**src/sv/imdu_pkg.sv**
```systemverilog
// ----------------------------------------------------------------------------
// imdu_pkg
// Shared constants and the controller-to-datapath command bundle of the
// integer matrix determinant unit.
// ----------------------------------------------------------------------------
package imdu_pkg;

	// Default build sizes
	localparam int MAX_ORDER_DEF  = 4;
	localparam int ELEM_WIDTH_DEF = 16;

	// Order register
	localparam int                     ORDER_WIDTH = 3;
	localparam logic [ORDER_WIDTH-1:0] ORDER_RESET = 3'd4;

	// Result width and the operand slice of the shared multiplier
	localparam int DET_WIDTH = 64;
	localparam int MUL_WIDTH = 32;

	// One strobe per datapath action
	typedef struct packed {
		logic elem_wr;     // write the accepted element into the matrix store
		logic run_start;   // last element taken: clear the overflow flag
		logic mask_start;  // new column subset: clear the accumulator
		logic issue;       // read element and minor for the current column
		logic mag;         // take magnitudes and product sign
		logic mul_lo;      // low partial product
		logic mul_hi;      // high partial product
		logic sum;         // combine partials, saturate the term
		logic acc;         // saturating add of the term
		logic minor_wr;    // store the finished minor
		logic out_load;    // move the determinant into the output register
		logic odd;         // current column sits at an odd position
	} dp_cmd_t;

endpackage

```
**src/sv/imdu_ctrl.sv**
```systemverilog
// ----------------------------------------------------------------------------
// imdu_ctrl
// Load counter, order register and the sequencer that walks column subsets
// and their columns for the cofactor expansion.
// ----------------------------------------------------------------------------
module imdu_ctrl #(
	parameter int MAX_ORDER = imdu_pkg::MAX_ORDER_DEF,
	localparam int DEPTH = MAX_ORDER * MAX_ORDER,
	localparam int SAW = (DEPTH > 1) ? $clog2(DEPTH) : 1,
	localparam int OW = $clog2(MAX_ORDER + 1),
	localparam int JW = (MAX_ORDER > 1) ? $clog2(MAX_ORDER) : 1
) (
	input  logic                               clk,
	input  logic                               arst_n,
	input  logic                               cfg_valid,
	output logic                               cfg_ready,
	input  logic [imdu_pkg::ORDER_WIDTH-1:0]   matrix_order,
	input  logic                               in_valid,
	output logic                               in_ready,
	output logic                               out_valid,
	input  logic                               out_ready,
	output imdu_pkg::dp_cmd_t                  cmd,
	output logic [SAW-1:0]                     load_addr,
	output logic [OW-1:0]                      order,
	output logic [MAX_ORDER-1:0]               mask,
	output logic [JW-1:0]                      col
);

	localparam int CW = $clog2(DEPTH + 1);

	typedef enum logic [3:0] {
		S_LOAD,
		S_MSTART,
		S_SCAN,
		S_MAG,
		S_MLO,
		S_MHI,
		S_SUM,
		S_ACC,
		S_MEND,
		S_DONE
	} state_t;

	state_t                             state_q;
	logic [imdu_pkg::ORDER_WIDTH-1:0]   order_cfg_q;
	logic [CW-1:0]                      cnt_q;
	logic [OW-1:0]                      n_q;
	logic [MAX_ORDER-1:0]               mask_q;
	logic [JW-1:0]                      j_q;
	logic                               odd_q;
	logic                               out_valid_q;

	logic [OW-1:0]                      eff_order;
	logic [2*OW-1:0]                    nn;
	logic [MAX_ORDER-1:0]               full_mask;
	logic                               load_done;
	logic                               j_last;
	logic                               out_free;
	logic                               in_acc;

	// Order in force: zero reads as one, large values clamp
	always_comb begin
		if (order_cfg_q == '0) begin
			eff_order = OW'(1);
		end else if (int'(order_cfg_q) > MAX_ORDER) begin
			eff_order = OW'(MAX_ORDER);
		end else begin
			eff_order = OW'(order_cfg_q);
		end
	end

	assign nn        = (2*OW)'(eff_order) * (2*OW)'(eff_order);
	assign load_done = (int'(cnt_q) + 1 >= int'(nn));
	assign j_last    = (int'(j_q) + 1 == int'(n_q));
	assign out_free  = !out_valid_q || out_ready;
	assign in_acc    = in_valid && (state_q == S_LOAD);

	// All columns of the matrix in use
	always_comb begin
		for (int i = 0; i < MAX_ORDER; i++) begin
			full_mask[i] = (i < int'(n_q));
		end
	end

	// Sequencer state, counters and output valid
	always_ff @(posedge clk or negedge arst_n) begin
		if (!arst_n) begin
			state_q     <= S_LOAD;
			order_cfg_q <= imdu_pkg::ORDER_RESET;
			cnt_q       <= '0;
			n_q         <= '0;
			mask_q      <= '0;
			j_q         <= '0;
			odd_q       <= 1'b0;
			out_valid_q <= 1'b0;
		end else begin
			if (cfg_valid) begin
				order_cfg_q <= matrix_order;
			end
			// new result item takes precedence over the drain of the old one
			if ((state_q == S_DONE) && out_free) begin
				out_valid_q <= 1'b1;
			end else if (out_valid_q && out_ready) begin
				out_valid_q <= 1'b0;
			end
			case (state_q)
				S_LOAD: begin
					if (in_valid) begin
						if (load_done) begin
							cnt_q   <= '0;
							n_q     <= eff_order;
							mask_q  <= MAX_ORDER'(1);
							state_q <= S_MSTART;
						end else begin
							cnt_q <= cnt_q + 1'b1;
						end
					end
				end
				S_MSTART: begin
					j_q     <= '0;
					odd_q   <= 1'b0;
					state_q <= S_SCAN;
				end
				S_SCAN: begin
					if (mask_q[j_q]) begin
						state_q <= S_MAG;
					end else if (j_last) begin
						state_q <= S_MEND;
					end else begin
						j_q <= j_q + 1'b1;
					end
				end
				S_MAG: state_q <= S_MLO;
				S_MLO: state_q <= S_MHI;
				S_MHI: state_q <= S_SUM;
				S_SUM: state_q <= S_ACC;
				S_ACC: begin
					odd_q <= ~odd_q;
					if (j_last) begin
						state_q <= S_MEND;
					end else begin
						j_q     <= j_q + 1'b1;
						state_q <= S_SCAN;
					end
				end
				S_MEND: begin
					if (mask_q == full_mask) begin
						state_q <= S_DONE;
					end else begin
						mask_q  <= mask_q + 1'b1;
						state_q <= S_MSTART;
					end
				end
				S_DONE: begin
					if (out_free) begin
						state_q <= S_LOAD;
					end
				end
				default: state_q <= S_LOAD;
			endcase
		end
	end

	// Datapath commands
	always_comb begin
		cmd            = '0;
		cmd.elem_wr    = in_acc;
		cmd.run_start  = in_acc && load_done;
		cmd.mask_start = (state_q == S_MSTART);
		cmd.issue      = (state_q == S_SCAN) && mask_q[j_q];
		cmd.mag        = (state_q == S_MAG);
		cmd.mul_lo     = (state_q == S_MLO);
		cmd.mul_hi     = (state_q == S_MHI);
		cmd.sum        = (state_q == S_SUM);
		cmd.acc        = (state_q == S_ACC);
		cmd.minor_wr   = (state_q == S_MEND);
		cmd.out_load   = (state_q == S_DONE) && out_free;
		cmd.odd        = odd_q;
	end

	assign cfg_ready = 1'b1;
	assign in_ready  = (state_q == S_LOAD);
	assign out_valid = out_valid_q;
	assign load_addr = cnt_q[SAW-1:0];
	assign order     = n_q;
	assign mask      = mask_q;
	assign col       = j_q;

endmodule

```
**src/sv/imdu_datapath.sv**
```systemverilog
// ----------------------------------------------------------------------------
// imdu_datapath
// Matrix store, minor store, shared 32-bit multiplier and the saturating
// accumulator of the cofactor expansion.
// ----------------------------------------------------------------------------
module imdu_datapath #(
	parameter int MAX_ORDER  = imdu_pkg::MAX_ORDER_DEF,
	parameter int ELEM_WIDTH = imdu_pkg::ELEM_WIDTH_DEF,
	localparam int DEPTH = MAX_ORDER * MAX_ORDER,
	localparam int SAW = (DEPTH > 1) ? $clog2(DEPTH) : 1,
	localparam int OW = $clog2(MAX_ORDER + 1),
	localparam int JW = (MAX_ORDER > 1) ? $clog2(MAX_ORDER) : 1
) (
	input  logic                                      clk,
	input  imdu_pkg::dp_cmd_t                         cmd,
	input  logic [SAW-1:0]                            load_addr,
	input  logic signed [ELEM_WIDTH-1:0]              element_value,
	input  logic [OW-1:0]                             order,
	input  logic [MAX_ORDER-1:0]                      mask,
	input  logic [JW-1:0]                             col,
	output logic signed [imdu_pkg::DET_WIDTH-1:0]     det_value,
	output logic                                      overflow_flag
);

	localparam int DW   = imdu_pkg::DET_WIDTH;
	localparam int MW   = imdu_pkg::MUL_WIDTH;
	localparam int PW   = ELEM_WIDTH + MW;
	localparam int FW   = PW + MW;
	localparam int NMIN = 2 ** MAX_ORDER;

	// Stores
	logic [ELEM_WIDTH-1:0]  store_mem [DEPTH];
	logic [DW-1:0]          minor_mem [NMIN];

	logic [ELEM_WIDTH-1:0]  elem_rd_q;
	logic [DW-1:0]          minor_rd_q;
	logic                   empty_q;
	logic [ELEM_WIDTH-1:0]  ua_q;
	logic [DW-1:0]          ub_q;
	logic                   neg_q;
	logic [PW-1:0]          lo_q;
	logic [PW-1:0]          hi_q;
	logic [DW-1:0]          term_q;
	logic [DW-1:0]          acc_q;
	logic                   ovf_q;
	logic [DW-1:0]          det_q;
	logic                   det_ovf_q;

	logic [OW-1:0]          pop;
	logic [OW-1:0]          row;
	logic [2*OW-1:0]        rd_full;
	logic [SAW-1:0]         rd_addr;
	logic [MAX_ORDER-1:0]   sub_mask;
	logic [DW-1:0]          sub_val;
	logic                   sub_neg;
	logic [DW-1:0]          sub_mag;
	logic                   e_neg;
	logic [ELEM_WIDTH-1:0]  e_mag;
	logic [MW-1:0]          mul_b;
	logic [PW-1:0]          prod;
	logic [FW-1:0]          full_prod;
	logic [DW-1:0]          low_prod;
	logic                   mul_over;
	logic [DW-1:0]          lim;
	logic [DW-1:0]          pm;
	logic [DW-1:0]          term_n;
	logic [DW:0]            sum_x;
	logic                   add_ovf;
	logic [DW-1:0]          acc_n;

	// Subset of k columns expands along row order-k
	always_comb begin
		pop = '0;
		for (int i = 0; i < MAX_ORDER; i++) begin
			pop = pop + OW'(mask[i]);
		end
		row     = order - pop;
		rd_full = (2*OW)'(row) * (2*OW)'(order) + (2*OW)'(col);
		rd_addr = rd_full[SAW-1:0];
		sub_mask      = mask;
		sub_mask[col] = 1'b0;
	end

	// Magnitudes; the empty minor counts as one
	always_comb begin
		sub_val = empty_q ? DW'(1) : minor_rd_q;
		sub_neg = sub_val[DW-1];
		sub_mag = sub_neg ? -sub_val : sub_val;
		e_neg   = elem_rd_q[ELEM_WIDTH-1];
		e_mag   = e_neg ? -elem_rd_q : elem_rd_q;
	end

	// Shared multiplier, one 32-bit slice of the minor per cycle
	assign mul_b = cmd.mul_hi ? ub_q[2*MW-1:MW] : ub_q[MW-1:0];
	assign prod  = {{MW{1'b0}}, ua_q} * {{ELEM_WIDTH{1'b0}}, mul_b};

	// Combine partials and clamp the signed term
	always_comb begin
		full_prod = {hi_q, {MW{1'b0}}} + {{MW{1'b0}}, lo_q};
		low_prod  = full_prod[DW-1:0];
		mul_over  = (|full_prod[FW-1:DW]) ||
			(neg_q ? (low_prod[DW-1] && (|low_prod[DW-2:0])) : low_prod[DW-1]);
		lim       = neg_q ? {1'b1, {(DW-1){1'b0}}} : {1'b0, {(DW-1){1'b1}}};
		pm        = mul_over ? lim : low_prod;
		term_n    = neg_q ? -pm : pm;
	end

	// Saturating accumulate
	always_comb begin
		sum_x   = {acc_q[DW-1], acc_q} + {term_q[DW-1], term_q};
		add_ovf = (sum_x[DW] != sum_x[DW-1]);
		if (add_ovf) begin
			acc_n = sum_x[DW] ? {1'b1, {(DW-1){1'b0}}} : {1'b0, {(DW-1){1'b1}}};
		end else begin
			acc_n = sum_x[DW-1:0];
		end
	end

	// Matrix and minor stores with registered reads
	always_ff @(posedge clk) begin
		if (cmd.elem_wr) begin
			store_mem[load_addr] <= element_value;
		end
		if (cmd.minor_wr) begin
			minor_mem[mask] <= acc_q;
		end
		if (cmd.issue) begin
			elem_rd_q  <= store_mem[rd_addr];
			minor_rd_q <= minor_mem[sub_mask];
			empty_q    <= (sub_mask == '0);
		end
	end

	// Term pipeline, accumulator and result register
	always_ff @(posedge clk) begin
		if (cmd.mag) begin
			ua_q  <= e_mag;
			ub_q  <= sub_mag;
			neg_q <= e_neg ^ cmd.odd ^ sub_neg;
		end
		if (cmd.mul_lo) begin
			lo_q <= prod;
		end
		if (cmd.mul_hi) begin
			hi_q <= prod;
		end
		if (cmd.sum) begin
			term_q <= term_n;
		end
		if (cmd.run_start) begin
			ovf_q <= 1'b0;
		end else if ((cmd.sum && mul_over) || (cmd.acc && add_ovf)) begin
			ovf_q <= 1'b1;
		end
		if (cmd.mask_start) begin
			acc_q <= '0;
		end else if (cmd.acc) begin
			acc_q <= acc_n;
		end
		if (cmd.out_load) begin
			det_q     <= acc_q;
			det_ovf_q <= ovf_q;
		end
	end

	assign det_value     = det_q;
	assign overflow_flag = det_ovf_q;

endmodule

```
**src/sv/integer_matrix_determinant_unit.sv**
```systemverilog
// ----------------------------------------------------------------------------
// integer_matrix_determinant_unit
// Exact determinant of a square signed integer matrix by cofactor expansion.
// ----------------------------------------------------------------------------
// Elements arrive row-major, one per cycle while in_ready is high; the last
// element of an order x order matrix starts the expansion, whose result is
// registered on the output. Every column subset of the bottom rows has its
// minor computed once, lowest subset first, and each term goes in turn through
// magnitudes, low and high partial products on the single shared 32-bit
// multiplier, sum and accumulate. Loading of the next matrix may start while
// the previous result waits on the output. The result is saturated to 64 bits
// and overflow_flag reports any saturation in a product or a sum.
// Write matrix_order only between matrices.
// ----------------------------------------------------------------------------
module integer_matrix_determinant_unit #(
	parameter int MAX_ORDER  = imdu_pkg::MAX_ORDER_DEF,
	parameter int ELEM_WIDTH = imdu_pkg::ELEM_WIDTH_DEF
) (
	input  logic                                      clk,
	input  logic                                      arst_n,
	input  logic                                      cfg_valid,
	output logic                                      cfg_ready,
	input  logic [imdu_pkg::ORDER_WIDTH-1:0]          matrix_order,
	input  logic                                      in_valid,
	output logic                                      in_ready,
	input  logic signed [ELEM_WIDTH-1:0]              element_value,
	output logic                                      out_valid,
	input  logic                                      out_ready,
	output logic signed [imdu_pkg::DET_WIDTH-1:0]     det_value,
	output logic                                      overflow_flag
);

	localparam int DEPTH = MAX_ORDER * MAX_ORDER;
	localparam int SAW   = (DEPTH > 1) ? $clog2(DEPTH) : 1;
	localparam int OW    = $clog2(MAX_ORDER + 1);
	localparam int JW    = (MAX_ORDER > 1) ? $clog2(MAX_ORDER) : 1;

	imdu_pkg::dp_cmd_t      cmd;
	logic [SAW-1:0]         load_addr;
	logic [OW-1:0]          order;
	logic [MAX_ORDER-1:0]   mask;
	logic [JW-1:0]          col;

	// Sequencer
	imdu_ctrl #(
		.MAX_ORDER (MAX_ORDER)
	) u_ctrl (
		.clk          (clk),
		.arst_n       (arst_n),
		.cfg_valid    (cfg_valid),
		.cfg_ready    (cfg_ready),
		.matrix_order (matrix_order),
		.in_valid     (in_valid),
		.in_ready     (in_ready),
		.out_valid    (out_valid),
		.out_ready    (out_ready),
		.cmd          (cmd),
		.load_addr    (load_addr),
		.order        (order),
		.mask         (mask),
		.col          (col)
	);

	// Stores and arithmetic
	imdu_datapath #(
		.MAX_ORDER  (MAX_ORDER),
		.ELEM_WIDTH (ELEM_WIDTH)
	) u_datapath (
		.clk           (clk),
		.cmd           (cmd),
		.load_addr     (load_addr),
		.element_value (element_value),
		.order         (order),
		.mask          (mask),
		.col           (col),
		.det_value     (det_value),
		.overflow_flag (overflow_flag)
	);

endmodule

```
**config.mk**
```make
export PLATFORM = sky130hd
export DESIGN_NAME = integer_matrix_determinant_unit
export DESIGN_NICKNAME = d
export VERILOG_FILES = /design/src/sv/imdu_pkg.sv /design/src/sv/imdu_ctrl.sv /design/src/sv/imdu_datapath.sv /design/src/sv/integer_matrix_determinant_unit.sv
export SDC_FILE = /design/constraint.sdc
export NUM_CORES = 2
export LEC_CHECK = 0
export ABC_CLOCK_PERIOD_IN_PS = 9800
export BUFFER_PORTS_ARGS = -buffer_cell sky130_fd_sc_hd__buf_4
export CAP_MARGIN = 20
export CORE_AREA = 10 10 487 489
export DETAILED_ROUTE_END_ITERATION = 7
export DIE_AREA = 0 0 497 499
export GPL_ROUTABILITY_DRIVEN = 0
export GPL_TIMING_DRIVEN = 0
export SYNTH_ARGS = -nofsm -noshare
export SYNTH_HDL_FRONTEND = slang
export SYNTH_SLANG_ARGS = --single-unit
```
**constraint.sdc**
```tcl
create_clock -name clk -period 9.8 [get_ports clk]
set_clock_uncertainty 0.2 [all_clocks]
set_input_delay 1.96 -clock clk [delete_from_list [all_inputs] [get_ports clk]]
set_output_delay 1.96 -clock clk [all_outputs]
set_load 0.005 [all_outputs]
```
==> summary.txt <==
Global route
  – Initial antenna violation count: 9
  – Gr usage total: 0.1931
  – Vias in the first global route: 55500
  – Largest net degree at the start of global routing: 58
  – Grt ovf: 0
  – Global-route wire length before repair: 365.3 mm

Placed design
  – PortBufs: 90
  – Post-DP HPWL: 179.7 mm
  – Dpl ws: -1.563 ns

Clock tree
  – Clk Tree Root Cell: clkbuf_16
  – CTS buffer count: 173
  – Max Buffers Root-to-Sink: 3
  – Clock-pin slew on the worst setup and hold paths: 0.07 ns
  – Skew-Pair Late Insertion Delay: 0.87 ns
  – CTS Hold Bufs: 0
  – H-tree depth: 4
  – CTS tree: built
  – Clock sink count: 1755

Cells and area
  – Layout cells sized above 1: 0.1307
  – Layout Nets: 7423
  – Layout area overhead: 12.80%
  – Leading cell types in the layout, fill and taps excluded: edfxtp_1, nand2_1, inv_1
  – Commonest non-fill, non-tap cell in the layout: edfxtp_1

Critical path
  – Arrival time of the worst setup path: 9.74 ns
  – Worst EP required: 10.12 ns
  – Critical-path top delay cell: fa_1
  – Worst setup SP type: flop
  – Worst setup EP type: flop
  – Critical setup path kind: reg -> reg
  – Worst-path fanout max: 29
  – Cell mode on critical path: fa_1
  – Slowest Stage Delay on Critical Path: 0.56 ns

Timing
  – Setup Viol. Count Final: 0
  – Fin crit period: 9.428 ns
  – Setup ws final: 0.3719 ns
  – Relative slew slack: 0.2563
  – Final hold violation count: 0
  – Pins Over Slew Limit: 0
  – Ratio of final minimum period to clock period: 0.9621
  – F_max: 106.1 MHz
  – RSZ-0062 raised after global routing: false
  – Hold_ws: 0.3212 ns
  – Slew @ Worst Pin: 1.112 ns

Status
  – Outcome: finished, final reports clean

Synth
  – Yosys top cell by area: edfxtp_1
  – Syn Std Cell Area: 90630 µm²
  – Number of library cell types mapped by synthesis: 94
  – Synth Instances: 6431
  – Sequential area share after synthesis: 0.5731
  – Yosys reg bits: 1755
  – Syn Area/Cell: 14.09 µm²
  – Top-area cell type share of the netlist area: 0.5524
  – Top post-synthesis cells by area: edfxtp_1, fa_1, mux4_2
  – Number of synthesized flops with an enable pin: 1667
  – Commonest register cell after synthesis: edfxtp_1
  – Share of flip-flops with an asynchronous set or reset: 0.01311
  – Synth Warn #: 0

Floorplanning
  – Die area: 248000 µm²
  – Die height: 499 µm
  – Initial core utilization: 0.3995
  – Num rows: 175
  – Core Region: 226800 µm²
  – IO Pins: 92
  – Chip width: 497 µm

Route
  – Initial DRT Pass Iterations: 6
  – 1st-iter DRT viols: 5529
  – Number of remaining DRC errors: 0
  – Avg WL per Cell: 24.64 µm
  – Drt total wl: 243.9 mm
  – ANT nets after route: 0
  – Via-to-Cell Ratio: 5.575
  – Via count: 55170

Hold path
  – Hold Crit Class: reg -> reg

Flow run
  – Max-cap violation count: 0
-- critical path, delay by kind of cell, from the launching register on --
family / cells / cell delay, ns
AO/OA/AOI/OAI: 10 / 2.59
XOR/XNOR: 1 / 0.15
adder cells (fa/ha/maj): 7 / 3.50
buffers and inverters: 6 / 0.89
flip-flops: 1 / 0.47
multiplexers: 1 / 0.31
AND/OR/NAND/NOR: 4 / 0.96
-- cell usage after synthesis (22+ instances only) --
library cell / n
nand2_1: 608
o31ai_1: 37
mux2_2: 40
mux4_2: 337
o21a_1: 26
clkbuf_1: 264
nand3_1: 53
a21o_1: 81
nor2_1: 297
inv_1: 538
xor2_1: 102
dfxtp_1: 65
or3_1: 49
and3_1: 41
dfrtp_1: 22
buf_1: 34
ha_1: 234
a21oi_1: 228
a211oi_1: 105
fa_1: 425
nor2b_1: 31
o21ai_0: 128
nor3_1: 122
nand2b_1: 37
and2_1: 321
edfxtp_1: 1667
a31oi_1: 89
nor4_1: 27
xnor2_1: 114
-- worst paths after layout --
check / cells past startpoint / startpoint / endpoint / slack, ns
setup / recovery: 29 / u_ctrl.state_q[1] / u_datapath.hi_q[40] / 0.37
hold / removal: 1 / u_ctrl.odd_q / u_ctrl.odd_q / 0.32
setup reg to reg: 29 / u_ctrl.state_q[1] / u_datapath.hi_q[40] / 0.37
hold reg to reg: 1 / u_ctrl.odd_q / u_ctrl.odd_q / 0.32
max in group asynchronous: 1 / arst_n / u_ctrl.state_q[0] / 8.25
min in group asynchronous: 1 / arst_n / u_ctrl.cnt_q[2] / 0.84
-- sequential cells by signal (all words and copies together) (netlist names), 5 cells and up --
register and flops:
u_datapath.det_value 64, u_datapath.minor_rd_q 64, u_ctrl.cnt_q 5, u_datapath.elem_rd_q 16, u_datapath.ua_q 16, u_datapath.hi_q 48, u_datapath.term_q 64, u_datapath.lo_q 48
u_datapath.ub_q 64, u_datapath.acc_q 64, u_datapath.minor_mem 1024, u_datapath.store_mem 256
-- stage by stage --
| step | cells | area, µm² | util | TNS, ns |
|---|---|---|---|---|
| after floorplan | 6432 | 90630 | - | 0 |
| after global placement | 9531 | 95070 | 0.4191 | -71.40 |
| after detailed placement | 9575 | 96050 | 0.4234 | -39.78 |
| after CTS | 9890 | 102000 | 0.4498 | 0 |
| after global routing | 9894 | 102200 | 0.4506 | 0 |
| final | 9896 | 102200 | 0.4506 | 0 |
-- metal layers --
| layer | up-vias | wire length (µm) | global-route usage |
|---|---|---|---|
| met5 | - | 39 | 0 |
| met4 | 6 | 8005 | 0.05996 |
| met3 | 403 | 17140 | 0.03253 |
| met2 | 2152 | 115100 | 0.3117 |
| met1 | 28480 | 103500 | 0.2682 |
| li1 | 24140 | - | - |
-- final cells by class --
class,count,area (µm²)
antenna,3,7.507
timing repair buffer,144,1694
tap,3009,3765
fill,20170,124600
buffer,300,1215
sequential,1755,51940
clock inverter,106,1323
multi-input combinational,3828,35660
clock buffer,213,4602
inverter,538,2019
-- cell families (layout without fill, tap and decap cells) --
family                   count (synthesis)  count (layout)  synth area share
flip-flops                            1755            1755            0.5731
AND/OR/NAND/NOR                       1687            1687           0.09060
AO/OA/AOI/OAI                          866             866           0.06269
buffers and inverters                  849            1301           0.03556
adder cells (fa/ha/maj)                662             662            0.1265
multiplexers                           394             394           0.09060
XOR/XNOR                               216             216           0.02087
other                                    2               6        0.00008287
-- repair_timing --
action                     in CTS  in global routing
gates cloned                    0                  1
setup buffers                   2                  0
pin swaps                       1                  0
setup endpoints to repair      42                 29
resized for setup              23                 26
Power is not shown: default switching activity piles up to over one toggle a cycle in this logic, so the estimate is an artifact.
